==> config.mk <==
export PLATFORM = sky130hd
export DESIGN_NAME = calibrated_sound_threshold_detector_unit_flat
export DESIGN_NICKNAME = d
export VERILOG_FILES = /design/src/rtl/cstd_pkg.sv /design/src/rtl/cstd_if.sv /design/src/rtl/cstd_regs.sv /design/src/rtl/cstd_ctrl.sv /design/src/rtl/cstd_dp.sv /design/src/rtl/cstd_rq.sv /design/src/rtl/calibrated_sound_threshold_detector_unit.sv /design/src/flat_wrapper.sv
export SDC_FILE = /design/constraint.sdc
export NUM_CORES = 2
export LEC_CHECK = 0
export BUFFER_PORTS_ARGS = -buffer_cell sky130_fd_sc_hd__buf_2
export CAP_MARGIN = 20
export CORE_ASPECT_RATIO = 0.6
export CORE_UTILIZATION = 51
export DETAILED_ROUTE_END_ITERATION = 16
export GPL_ROUTABILITY_DRIVEN = 0
export PLACE_DENSITY = 0.79
export SETUP_SLACK_MARGIN = 0.05
export SYNTH_ARGS = -nofsm -noshare
export SYNTH_HDL_FRONTEND = slang
export SYNTH_SLANG_ARGS = --single-unit
==> constraint.sdc <==
create_clock -name clk -period 21.6 [get_ports clk]
set_clock_uncertainty 0.1 [all_clocks]
set_input_delay 4.32 -clock clk [delete_from_list [all_inputs] [get_ports clk]]
set_output_delay 4.32 -clock clk [all_outputs]
set_load 0.02 [all_outputs]
==> src/rtl/cstd_pkg.sv <==
// Shared types, register map and constants for the calibrated sound threshold detector.
package cstd_pkg;

	// Field widths.
	localparam int SAMPLE_W = 16;
	localparam int GAIN_W = 8;
	localparam int MULT_W = 8;
	localparam int GAINED_W = SAMPLE_W + GAIN_W;
	localparam int CNT_W = 11;
	localparam int THR_W = 32;
	localparam int AVG_W = 24;
	localparam int SUM_W = 40;
	localparam int PROD_W = AVG_W + MULT_W + 1;
	localparam int DATA_W = 32;
	localparam int ADDR_W = 5;
	localparam int IDX_W = ADDR_W - 2;

	// The divider retires one quotient bit per step over the whole sum width.
	localparam int DIV_STEPS = SUM_W;
	localparam int ITER_W = $clog2(DIV_STEPS);

	localparam logic [CNT_W-1:0] COUNT_MAX = '1;

	// Input item kinds.
	localparam logic [1:0] KIND_CAL = 2'd0;
	localparam logic [1:0] KIND_FIX = 2'd1;
	localparam logic [1:0] KIND_DET = 2'd2;

	// Result kinds.
	localparam logic RES_THR = 1'b0;
	localparam logic RES_VERDICT = 1'b1;

	// Register indexes.
	localparam logic [IDX_W-1:0] REG_GAIN = 3'd0;
	localparam logic [IDX_W-1:0] REG_MULT = 3'd1;
	localparam logic [IDX_W-1:0] REG_MIN_THR = 3'd2;
	localparam logic [IDX_W-1:0] REG_CAL_SKIP = 3'd3;
	localparam logic [IDX_W-1:0] REG_DET_SKIP = 3'd4;
	localparam logic [IDX_W-1:0] REG_CNT_LIMIT = 3'd5;

	// Register reset values.
	localparam logic [GAIN_W-1:0] GAIN_RST = 8'd1;
	localparam logic [MULT_W-1:0] MULT_RST = 8'd2;
	localparam logic [THR_W-1:0] MIN_THR_RST = 32'd0;
	localparam logic [CNT_W-1:0] CAL_SKIP_RST = 11'd10;
	localparam logic [CNT_W-1:0] DET_SKIP_RST = 11'd5;
	localparam logic [CNT_W-1:0] CNT_LIMIT_RST = 11'd5;

	typedef struct packed {
		logic [GAIN_W-1:0] gain;
		logic [MULT_W-1:0] threshold_multiplier;
		logic [THR_W-1:0] min_threshold;
		logic [CNT_W-1:0] calibration_skip;
		logic [CNT_W-1:0] detection_skip;
		logic [CNT_W-1:0] count_limit;
	} cfg_t;

	typedef enum logic [2:0] {
		ST_IDLE,
		ST_DIV,
		ST_AVG,
		ST_MUL,
		ST_FIX
	} ctrl_state_t;

	// Commands from the controller to the datapath.
	typedef struct packed {
		logic sample_en;
		logic div_start;
		logic div_step;
		logic avg_en;
		logic mul_en;
		logic fix_en;
	} dp_cmd_t;

	// Status from the datapath to the controller.
	typedef struct packed {
		logic calibrated;
		logic div_last;
	} dp_sts_t;

	typedef struct packed {
		logic result_kind;
		logic above_threshold;
		logic [CNT_W-1:0] loud_count;
		logic [AVG_W-1:0] average_level;
		logic [THR_W-1:0] threshold_value;
	} result_t;

endpackage

==> src/rtl/cstd_if.sv <==
// Valid/ready channel interfaces for audio input items and result items.
interface cstd_audio_if;
	logic valid;
	logic ready;
	logic [1:0] kind;
	logic signed [cstd_pkg::SAMPLE_W-1:0] sample;
	logic last_in_buffer;

	modport source(output valid, kind, sample, last_in_buffer, input ready);
	modport sink(input valid, kind, sample, last_in_buffer, output ready);
endinterface

interface cstd_report_if;
	logic valid;
	logic ready;
	logic result_kind;
	logic above_threshold;
	logic [cstd_pkg::CNT_W-1:0] loud_count;
	logic signed [cstd_pkg::AVG_W-1:0] average_level;
	logic signed [cstd_pkg::THR_W-1:0] threshold_value;

	modport source(output valid, result_kind, above_threshold, loud_count, average_level,
		threshold_value, input ready);
	modport sink(input valid, result_kind, above_threshold, loud_count, average_level,
		threshold_value, output ready);
endinterface

==> src/rtl/cstd_regs.sv <==
// APB configuration register file.
module cstd_regs (
	input logic clk,
	input logic arst_n,
	input logic psel,
	input logic penable,
	input logic pwrite,
	input logic [cstd_pkg::ADDR_W-1:0] paddr,
	input logic [cstd_pkg::DATA_W-1:0] pwdata,
	output logic [cstd_pkg::DATA_W-1:0] prdata,
	output logic pready,
	output cstd_pkg::cfg_t cfg
);
	import cstd_pkg::*;

	cfg_t cfg_q;
	logic wr_en;
	logic [IDX_W-1:0] idx;

	assign pready = 1'b1;
	assign wr_en = psel && penable && pwrite;
	assign idx = paddr[ADDR_W-1:2];
	assign cfg = cfg_q;

	// Register writes complete in the access phase of a transaction.
	always_ff @(posedge clk or negedge arst_n) begin
		if (!arst_n) begin
			cfg_q.gain <= GAIN_RST;
			cfg_q.threshold_multiplier <= MULT_RST;
			cfg_q.min_threshold <= MIN_THR_RST;
			cfg_q.calibration_skip <= CAL_SKIP_RST;
			cfg_q.detection_skip <= DET_SKIP_RST;
			cfg_q.count_limit <= CNT_LIMIT_RST;
		end else if (wr_en) begin
			unique case (idx)
				REG_GAIN: cfg_q.gain <= pwdata[GAIN_W-1:0];
				REG_MULT: cfg_q.threshold_multiplier <= pwdata[MULT_W-1:0];
				REG_MIN_THR: cfg_q.min_threshold <= pwdata[THR_W-1:0];
				REG_CAL_SKIP: cfg_q.calibration_skip <= pwdata[CNT_W-1:0];
				REG_DET_SKIP: cfg_q.detection_skip <= pwdata[CNT_W-1:0];
				REG_CNT_LIMIT: cfg_q.count_limit <= pwdata[CNT_W-1:0];
				default: ;
			endcase
		end
	end

	// Read data mux; unused addresses read as zero.
	always_comb begin
		unique case (idx)
			REG_GAIN: prdata = DATA_W'(cfg_q.gain);
			REG_MULT: prdata = DATA_W'(cfg_q.threshold_multiplier);
			REG_MIN_THR: prdata = DATA_W'(cfg_q.min_threshold);
			REG_CAL_SKIP: prdata = DATA_W'(cfg_q.calibration_skip);
			REG_DET_SKIP: prdata = DATA_W'(cfg_q.detection_skip);
			REG_CNT_LIMIT: prdata = DATA_W'(cfg_q.count_limit);
			default: prdata = '0;
		endcase
	end

endmodule

==> src/rtl/cstd_ctrl.sv <==
// Controller state machine: sample acceptance and the threshold fixing sequence.
module cstd_ctrl (
	input logic clk,
	input logic arst_n,
	input logic in_valid,
	input logic [1:0] in_kind,
	input logic rq_full,
	input cstd_pkg::dp_sts_t sts,
	output logic in_ready,
	output cstd_pkg::dp_cmd_t cmd
);
	import cstd_pkg::*;

	ctrl_state_t state_q, state_d;
	logic accept;
	logic fix_go;

	assign accept = in_valid && in_ready;
	assign fix_go = accept && (in_kind == KIND_FIX) && !sts.calibrated;

	always_ff @(posedge clk or negedge arst_n) begin
		if (!arst_n) begin
			state_q <= ST_IDLE;
		end else begin
			state_q <= state_d;
		end
	end

	// Next state.
	always_comb begin
		state_d = state_q;
		unique case (state_q)
			ST_IDLE: begin
				if (fix_go) begin
					state_d = ST_DIV;
				end
			end
			ST_DIV: begin
				if (sts.div_last) begin
					state_d = ST_AVG;
				end
			end
			ST_AVG: state_d = ST_MUL;
			ST_MUL: state_d = ST_FIX;
			ST_FIX: state_d = ST_IDLE;
			default: state_d = ST_IDLE;
		endcase
	end

	// Outputs.
	always_comb begin
		in_ready = 1'b0;
		cmd = '0;
		unique case (state_q)
			ST_IDLE: begin
				in_ready = !rq_full;
				cmd.sample_en = accept && ((in_kind == KIND_CAL) || (in_kind == KIND_DET));
				cmd.div_start = fix_go;
			end
			ST_DIV: cmd.div_step = 1'b1;
			ST_AVG: cmd.avg_en = 1'b1;
			ST_MUL: cmd.mul_en = 1'b1;
			ST_FIX: cmd.fix_en = 1'b1;
			default: ;
		endcase
	end

endmodule

==> src/rtl/cstd_dp.sv <==
// Datapath: buffer tracking, accumulation, loud sample counting, divider and threshold math.
module cstd_dp #(
	parameter int BUFFER_SAMPLES = 1024
) (
	input logic clk,
	input logic arst_n,
	input cstd_pkg::cfg_t cfg,
	input cstd_pkg::dp_cmd_t cmd,
	input logic [1:0] in_kind,
	input logic signed [cstd_pkg::SAMPLE_W-1:0] in_sample,
	input logic in_last,
	output cstd_pkg::dp_sts_t sts,
	output logic push,
	output cstd_pkg::result_t push_data
);
	import cstd_pkg::*;

	localparam int POS_W = $clog2(BUFFER_SAMPLES + 1);
	localparam int CMP_W = (POS_W > CNT_W) ? POS_W : CNT_W;

	// Buffer and accumulation state.
	logic signed [SUM_W-1:0] sum_q;
	logic [CNT_W-1:0] ccnt_q;
	logic [POS_W-1:0] pos_q;
	logic [CNT_W-1:0] dcnt_q;
	logic signed [THR_W-1:0] thr_q;
	logic cal_q;

	// Divider and threshold pipeline.
	logic [SUM_W-1:0] quo_q;
	logic [CNT_W-1:0] rem_q;
	logic [ITER_W-1:0] iter_q;
	logic neg_q;
	logic zero_q;
	logic signed [AVG_W-1:0] avg_q;
	logic signed [PROD_W-1:0] prod_q;

	logic signed [GAINED_W-1:0] gained;
	logic pos_zero;
	logic in_range;
	logic [CMP_W-1:0] pos_w;
	logic is_cal;
	logic is_det;
	logic signed [SUM_W-1:0] sum_base;
	logic signed [SUM_W-1:0] sum_next;
	logic [CNT_W-1:0] ccnt_base;
	logic [CNT_W-1:0] dcnt_base;
	logic [CNT_W-1:0] dcnt_next;
	logic cal_add;
	logic det_inc;
	logic [CNT_W:0] shifted;
	logic [CNT_W:0] diff;
	logic ge;
	logic [AVG_W-1:0] quo_mag;
	logic signed [THR_W-1:0] sat;
	logic signed [THR_W-1:0] thr_new;

	// Per-sample decisions for calibration and detection buffers.
	always_comb begin
		gained = GAINED_W'(in_sample) * GAINED_W'($signed({1'b0, cfg.gain}));
		pos_zero = (pos_q == '0);
		in_range = (pos_q < POS_W'(BUFFER_SAMPLES));
		pos_w = CMP_W'(pos_q);
		is_cal = (in_kind == KIND_CAL);
		is_det = (in_kind == KIND_DET);
		sum_base = pos_zero ? '0 : sum_q;
		ccnt_base = pos_zero ? '0 : ccnt_q;
		dcnt_base = pos_zero ? '0 : dcnt_q;
		cal_add = in_range && (pos_w >= CMP_W'(cfg.calibration_skip)) &&
			(ccnt_base != COUNT_MAX);
		det_inc = in_range && (pos_w >= CMP_W'(cfg.detection_skip)) &&
			(THR_W'(gained) > thr_q) && (dcnt_base != COUNT_MAX);
		sum_next = cal_add ? (sum_base + SUM_W'(gained)) : sum_base;
		dcnt_next = det_inc ? (dcnt_base + CNT_W'(1)) : dcnt_base;
	end

	// One restoring divider step, then saturation and clamp of the product.
	always_comb begin
		shifted = {rem_q, quo_q[SUM_W-1]};
		ge = (shifted >= {1'b0, ccnt_q});
		diff = shifted - {1'b0, ccnt_q};
		quo_mag = quo_q[AVG_W-1:0];
		if (prod_q[PROD_W-1] != prod_q[PROD_W-2]) begin
			sat = prod_q[PROD_W-1] ? {1'b1, {(THR_W-1){1'b0}}} : {1'b0, {(THR_W-1){1'b1}}};
		end else begin
			sat = prod_q[THR_W-1:0];
		end
		thr_new = (sat < $signed(cfg.min_threshold)) ? $signed(cfg.min_threshold) : sat;
	end

	// Buffer state updates.
	always_ff @(posedge clk or negedge arst_n) begin
		if (!arst_n) begin
			sum_q <= '0;
			ccnt_q <= '0;
			pos_q <= '0;
			dcnt_q <= '0;
			thr_q <= '0;
			cal_q <= 1'b0;
		end else begin
			if (cmd.sample_en) begin
				if (is_cal) begin
					sum_q <= sum_next;
					ccnt_q <= cal_add ? (ccnt_base + CNT_W'(1)) : ccnt_base;
					if (pos_zero) begin
						cal_q <= 1'b0;
					end
				end
				if (is_det) begin
					dcnt_q <= dcnt_next;
				end
				if (in_last) begin
					pos_q <= '0;
				end else if (in_range) begin
					pos_q <= pos_q + POS_W'(1);
				end
			end
			if (cmd.fix_en) begin
				thr_q <= thr_new;
				cal_q <= 1'b1;
			end
		end
	end

	// Divider, average and product registers.
	always_ff @(posedge clk) begin
		if (cmd.div_start) begin
			quo_q <= sum_q[SUM_W-1] ? SUM_W'(-sum_q) : sum_q;
			rem_q <= '0;
			iter_q <= '0;
			neg_q <= sum_q[SUM_W-1];
			zero_q <= (ccnt_q == '0);
		end else if (cmd.div_step) begin
			quo_q <= {quo_q[SUM_W-2:0], ge};
			rem_q <= ge ? diff[CNT_W-1:0] : shifted[CNT_W-1:0];
			iter_q <= iter_q + ITER_W'(1);
		end
		if (cmd.avg_en) begin
			if (zero_q) begin
				avg_q <= '0;
			end else begin
				avg_q <= neg_q ? -$signed(quo_mag) : $signed(quo_mag);
			end
		end
		if (cmd.mul_en) begin
			prod_q <= avg_q * $signed({1'b0, cfg.threshold_multiplier});
		end
	end

	// Status and result generation.
	always_comb begin
		sts.calibrated = cal_q;
		sts.div_last = (iter_q == ITER_W'(DIV_STEPS - 1));
		push = (cmd.sample_en && is_det && in_last) || cmd.fix_en;
		if (cmd.fix_en) begin
			push_data.result_kind = RES_THR;
			push_data.above_threshold = 1'b0;
			push_data.loud_count = '0;
			push_data.average_level = avg_q;
			push_data.threshold_value = thr_new;
		end else begin
			push_data.result_kind = RES_VERDICT;
			push_data.above_threshold = (dcnt_next > cfg.count_limit);
			push_data.loud_count = dcnt_next;
			push_data.average_level = '0;
			push_data.threshold_value = thr_q;
		end
	end

endmodule

==> src/rtl/cstd_rq.sv <==
// Two-entry result queue that drives the result channel.
module cstd_rq (
	input logic clk,
	input logic arst_n,
	input logic push,
	input cstd_pkg::result_t push_data,
	output logic full,
	cstd_report_if.source report
);
	import cstd_pkg::*;

	result_t ent_q [2];
	logic wr_q;
	logic rd_q;
	logic [1:0] cnt_q;
	logic pop;
	result_t head;

	assign pop = report.valid && report.ready;
	assign full = (cnt_q == 2'd2);
	assign head = ent_q[rd_q];

	// Queue storage.
	always_ff @(posedge clk) begin
		if (push) begin
			ent_q[wr_q] <= push_data;
		end
	end

	// Pointers and occupancy.
	always_ff @(posedge clk or negedge arst_n) begin
		if (!arst_n) begin
			wr_q <= 1'b0;
			rd_q <= 1'b0;
			cnt_q <= '0;
		end else begin
			if (push) begin
				wr_q <= ~wr_q;
			end
			if (pop) begin
				rd_q <= ~rd_q;
			end
			cnt_q <= cnt_q + 2'(push) - 2'(pop);
		end
	end

	// Channel outputs come from the head entry.
	assign report.valid = (cnt_q != '0);
	assign report.result_kind = head.result_kind;
	assign report.above_threshold = head.above_threshold;
	assign report.loud_count = head.loud_count;
	assign report.average_level = head.average_level;
	assign report.threshold_value = head.threshold_value;

endmodule

==> src/rtl/calibrated_sound_threshold_detector_unit.sv <==
// Calibrated sound threshold detector top level: registers, controller, datapath, result queue.
//
// Calibration and detection samples are taken one per clock cycle while no
// fix-threshold sequence runs and the result queue is not full; each one is
// folded into the running sum or the loud sample count in the cycle it is
// accepted, and a detection buffer's verdict is queued in that same cycle. A
// fix-threshold command that is carried out occupies the block: a restoring
// divider (one quotient bit per cycle) forms the average, then states ST_AVG,
// ST_MUL and ST_FIX sign the average, multiply it and clamp the threshold; input
// ready stays low meanwhile. A repeated command is accepted and produces nothing.
// Results wait in a two-entry queue; input is also held off while it is full.
// Configuration registers sit on APB at byte offset 4 times the register index.
module calibrated_sound_threshold_detector_unit #(
	parameter int BUFFER_SAMPLES = 1024
) (
	input logic clk,
	input logic arst_n,
	cstd_audio_if.sink audio,
	cstd_report_if.source report,
	input logic psel,
	input logic penable,
	input logic pwrite,
	input logic [cstd_pkg::ADDR_W-1:0] paddr,
	input logic [cstd_pkg::DATA_W-1:0] pwdata,
	output logic [cstd_pkg::DATA_W-1:0] prdata,
	output logic pready
);
	import cstd_pkg::*;

	cfg_t cfg;
	dp_cmd_t cmd;
	dp_sts_t sts;
	logic in_ready;
	logic rq_full;
	logic push;
	result_t push_data;

	assign audio.ready = in_ready;

	// Configuration registers.
	cstd_regs u_regs (
		.clk(clk),
		.arst_n(arst_n),
		.psel(psel),
		.penable(penable),
		.pwrite(pwrite),
		.paddr(paddr),
		.pwdata(pwdata),
		.prdata(prdata),
		.pready(pready),
		.cfg(cfg)
	);

	// Sequencing of items and the threshold computation.
	cstd_ctrl u_ctrl (
		.clk(clk),
		.arst_n(arst_n),
		.in_valid(audio.valid),
		.in_kind(audio.kind),
		.rq_full(rq_full),
		.sts(sts),
		.in_ready(in_ready),
		.cmd(cmd)
	);

	// Arithmetic and buffer state.
	cstd_dp #(
		.BUFFER_SAMPLES(BUFFER_SAMPLES)
	) u_dp (
		.clk(clk),
		.arst_n(arst_n),
		.cfg(cfg),
		.cmd(cmd),
		.in_kind(audio.kind),
		.in_sample(audio.sample),
		.in_last(audio.last_in_buffer),
		.sts(sts),
		.push(push),
		.push_data(push_data)
	);

	// Result queue.
	cstd_rq u_rq (
		.clk(clk),
		.arst_n(arst_n),
		.push(push),
		.push_data(push_data),
		.full(rq_full),
		.report(report)
	);

endmodule
==> src/flat_wrapper.sv <==
// flat-port wrapper written by rule: the top's interface ports become plain ports
module calibrated_sound_threshold_detector_unit_flat import cstd_pkg::*;
#(
	parameter int BUFFER_SAMPLES = 1024
)
  (clk, arst_n, psel, penable, pwrite, paddr, pwdata, prdata, pready, audio_valid, audio_kind, audio_sample, audio_last_in_buffer, audio_ready, report_valid, report_result_kind, report_above_threshold, report_loud_count, report_average_level, report_threshold_value, report_ready);
  cstd_audio_if audio_i ();
  cstd_report_if report_i ();
  input logic clk;
  input logic arst_n;
  input logic psel;
  input logic penable;
  input logic pwrite;
  input logic [cstd_pkg::ADDR_W-1:0] paddr;
  input logic [cstd_pkg::DATA_W-1:0] pwdata;
  output logic [cstd_pkg::DATA_W-1:0] prdata;
  output logic pready;
  input wire logic [$bits(audio_i.valid)-1:0] audio_valid;
  input wire logic [$bits(audio_i.kind)-1:0] audio_kind;
  input wire logic [$bits(audio_i.sample)-1:0] audio_sample;
  input wire logic [$bits(audio_i.last_in_buffer)-1:0] audio_last_in_buffer;
  output wire logic [$bits(audio_i.ready)-1:0] audio_ready;
  output wire logic [$bits(report_i.valid)-1:0] report_valid;
  output wire logic [$bits(report_i.result_kind)-1:0] report_result_kind;
  output wire logic [$bits(report_i.above_threshold)-1:0] report_above_threshold;
  output wire logic [$bits(report_i.loud_count)-1:0] report_loud_count;
  output wire logic [$bits(report_i.average_level)-1:0] report_average_level;
  output wire logic [$bits(report_i.threshold_value)-1:0] report_threshold_value;
  input wire logic [$bits(report_i.ready)-1:0] report_ready;
  assign audio_i.valid = audio_valid;
  assign audio_i.kind = audio_kind;
  assign audio_i.sample = audio_sample;
  assign audio_i.last_in_buffer = audio_last_in_buffer;
  assign audio_ready = audio_i.ready;
  assign report_valid = report_i.valid;
  assign report_result_kind = report_i.result_kind;
  assign report_above_threshold = report_i.above_threshold;
  assign report_loud_count = report_i.loud_count;
  assign report_average_level = report_i.average_level;
  assign report_threshold_value = report_i.threshold_value;
  assign report_i.ready = report_ready;
  calibrated_sound_threshold_detector_unit #(.BUFFER_SAMPLES(BUFFER_SAMPLES)) u_core (.clk(clk), .arst_n(arst_n), .audio(audio_i), .report(report_i), .psel(psel), .penable(penable), .pwrite(pwrite), .paddr(paddr), .pwdata(pwdata), .prdata(prdata), .pready(pready));
endmodule
==> impl_metrics.toml <==
[synth]
synth_edf_count = 237
synth_nets = 4276
synth-seq-area-share_pct = 34.3
synth_seq_cells = 448
avgSynthCellArea_um2 = 9.72
synth_cells = 3691
synth_ff_type = "edfxtp_1"
yosysWarnings = 0
synth.distinct_cells = 90
async_flop_share_pct = 43.3
synth_area_um2 = 35900

[timing]
slew_headroom_pct = 21.8
slew_violations = 0
worst_pin_slew_ps = 1160
finalSetupViolCount = 0
hold_viol_final = 0
period_needed_ps = 13830
rsz0062_at_grt = "no"
finalCritPeriodShare_pct = 64.0
timing.fmax_mhz = 72.3
fin_setup_tns_ps = 0

[global_route]
grt_start_max_net_pins = 82
grt.overflow.total = 0
grt_pass1_vias = 26600
grt_pass1_wl_mm = 149
grt_usage_pct = 26.6
antenna_found_initial = 3

[cts]
cts_resized = 0
post_cts_buffers = 0
cts_buffers = 44
worstSkewPairLatency_ps = 600
clock-sinks = 448
postCtsHoldBufs = 0
cts_root_buf = "clkbuf_16"
cts_tree = "built"
clock_path_buffers = 3
h-tree-depth = 2
path_clk_slew_ps = 60

[detailed_routing]
firstDrtPassIters = 6
routed-via-count = 27300
drt-total-wl_mm = 94.9
drtIter0Drc = 2561
antenna_left = 0
drc_errors = 0
avgRoutedWirePerCell_um = 20.1
viasPerCell = 5.77

[critical_path]
cp_num_buf_inv = 4
crit_type = "in2reg"
start_kind = "input port"
cpMostUsedCell = "o21ai_0"
required_ps = 21810
path_max_fanout = 8
cp_slowest_stage_delay_ps = 900
cp-end-kind = "flop"
arrival_ps = 14050
crit_family = "compound AO/OA/AOI/OAI gates"
slowest_stage = "xnor2_1"

[floorplan]
start_util_pct = 52.2
die-area_um2 = 71500
core-area_um2 = 68800
std_cell_rows = 74
die_w_um = 344
die_h_um = 207
num_io_pins = 167

[cells_and_area]
synthToLayoutAreaGrowth_pct = 9.48
final_common_cell = "inv_1"
fin_nets = 4369
fin_area_um2 = 39300
drive_above_1_share_pct = 10.8
fillCellCount = 5828
final_cell_mix = "inv_1, nand2_1, ha_1"

[placement]
dpl_cell_area_um2 = 37600
place_hpwl_mm = 71.5
io_buffers = 163

[power]
total_power_w = 0.00500
ir_drop_uv = 158
p_leak_nw = 18.7
powerDensity_nw_per_um2 = 127

[min_path]
hold_class = "reg2reg"

[job]
maxCapViolations = 0

[outcome]
run_status = "completed"
[flip-flops by register name, summed over array words and instances (netlist names)]
| signal | flops |
|---|---|
| u_core.u_dp.rem_q | 11 |
| u_core.u_dp.avg_q | 24 |
| u_core.u_dp.neg_q | 1 |
| u_core.u_dp.iter_q | 6 |
| u_core.u_dp.ccnt_q | 11 |
| u_core.u_rq.rd_q | 1 |
| u_core.u_dp.quo_q | 40 |
| u_core.u_rq.cnt_q | 2 |
| u_core.u_regs.cfg | 81 |
| u_core.u_dp.dcnt_q | 11 |
| u_core.u_dp.prod_q | 33 |
| u_core.u_ctrl.state_q | 3 |
| u_core.u_rq.ent_q | 138 |
| u_core.u_dp.zero_q | 1 |
| u_core.u_dp.thr_q | 32 |
| u_core.u_dp.pos_q | 11 |
| u_core.u_rq.wr_q | 1 |
| u_core.u_dp.sum_q | 40 |
| u_core.u_dp.cal_q | 1 |
[cells by family after synthesis]
family | synth area share, %
simple gates | 15.3
compound gates | 12.5
buf+inv | 6.66
fa+ha+maj | 23.5
flops | 34.3
xor+xnor | 4.30
mux | 3.46
other cells | 0.0104
[layer usage]
layer | track usage (%) | wire (um) | vias up
met5 | 0 | 22 | -
met2 | 37.7 | 38900 | 1180
met3 | 8.29 | 11200 | 133
met1 | 39.4 | 42700 | 13300
li1 | - | - | 12700
met4 | 5.81 | 2100 | 4
[worst paths after layout]
| check | from | to | slack, ps | cells after the start |
|---|---|---|---|---|
| worst max-delay path | audio_sample[5] | u_core.u_rq.ent_q[0][67]$_DFFE_PP_ | 7770 | 37 |
| worst min-delay path | u_core.u_dp.iter_q[1]$_SDFFE_PP0P_ | u_core.u_dp.iter_q[1]$_SDFFE_PP0P_ | 380 | 2 |
| worst max register to register | u_core.u_regs.cfg[75]$_DFFE_PN0P_ | u_core.u_rq.ent_q[0][67]$_DFFE_PP_ | 10730 | 36 |
| worst min register to register | u_core.u_dp.iter_q[1]$_SDFFE_PP0P_ | u_core.u_dp.iter_q[1]$_SDFFE_PP0P_ | 380 | 2 |
| max in group asynchronous | arst_n | u_core.u_regs.cfg[25]$_DFFE_PN1P_ | 15900 | 4 |
| min in group asynchronous | arst_n | u_core.u_dp.sum_q[30]$_DFFE_PN0P_ | 3670 | 1 |
[synth_stat cells (35+ instances only)]
master	n	area, um^2
dfrtp_1	186	4650
xnor2_1	86	753
nand2_1	421	1580
a21oi_1	116	581
clkbuf_1	135	507
fa_1	252	5040
edfxtp_1	237	7120
nor2_1	137	514
o21ai_0	246	1230
inv_1	489	1840
mux2_2	92	1040
and3_1	70	438
xor2_1	90	788
nand4_1	35	219
a21o_1	100	751
ha_1	270	3380
and2_1	236	1480
nand3_1	68	340
[final cells by class]
cell class                 count  area (um^2)  area share (%)
clock inverter                23          400            1.02
sequential                   448        12300            31.4
timing repair buffer         192         1100            2.79
antenna                        1         2.50         0.00637
clock buffer                  57         1260            3.21
inverter                     490         1840            4.68
multi-input combinational   2608        21200            54.0
tap                          912         1140            2.90
[worst min-delay path, stage by stage (launching register included)]
cell,delay [ps]
dfxtp_1,320
nand3_1,70
nand2_1,50
[report_power, final]
group          switching (W)  internal [W]  leakage [nW]
combinational        0.00192       0.00107          13.2
sequential          0.000123       0.00100          4.67
clock               0.000361      0.000526         0.815
total                0.00241       0.00260          18.7
[metrics by stage]
step / setup WS (ps) / hold WS (ps) / std cells / util [%]
floorplan: 8130 / 343 / 3691 / -
global placement: 7420 / 365 / 4644 / 54.5
detailed placement: 7260 / 364 / 4645 / 54.6
CTS: 7840 / 382 / 4725 / 57.0
global route: 7240 / 421 / 4730 / 57.1
finish: 7770 / 378 / 4731 / 57.1
(Power assumes the default switching activity.)
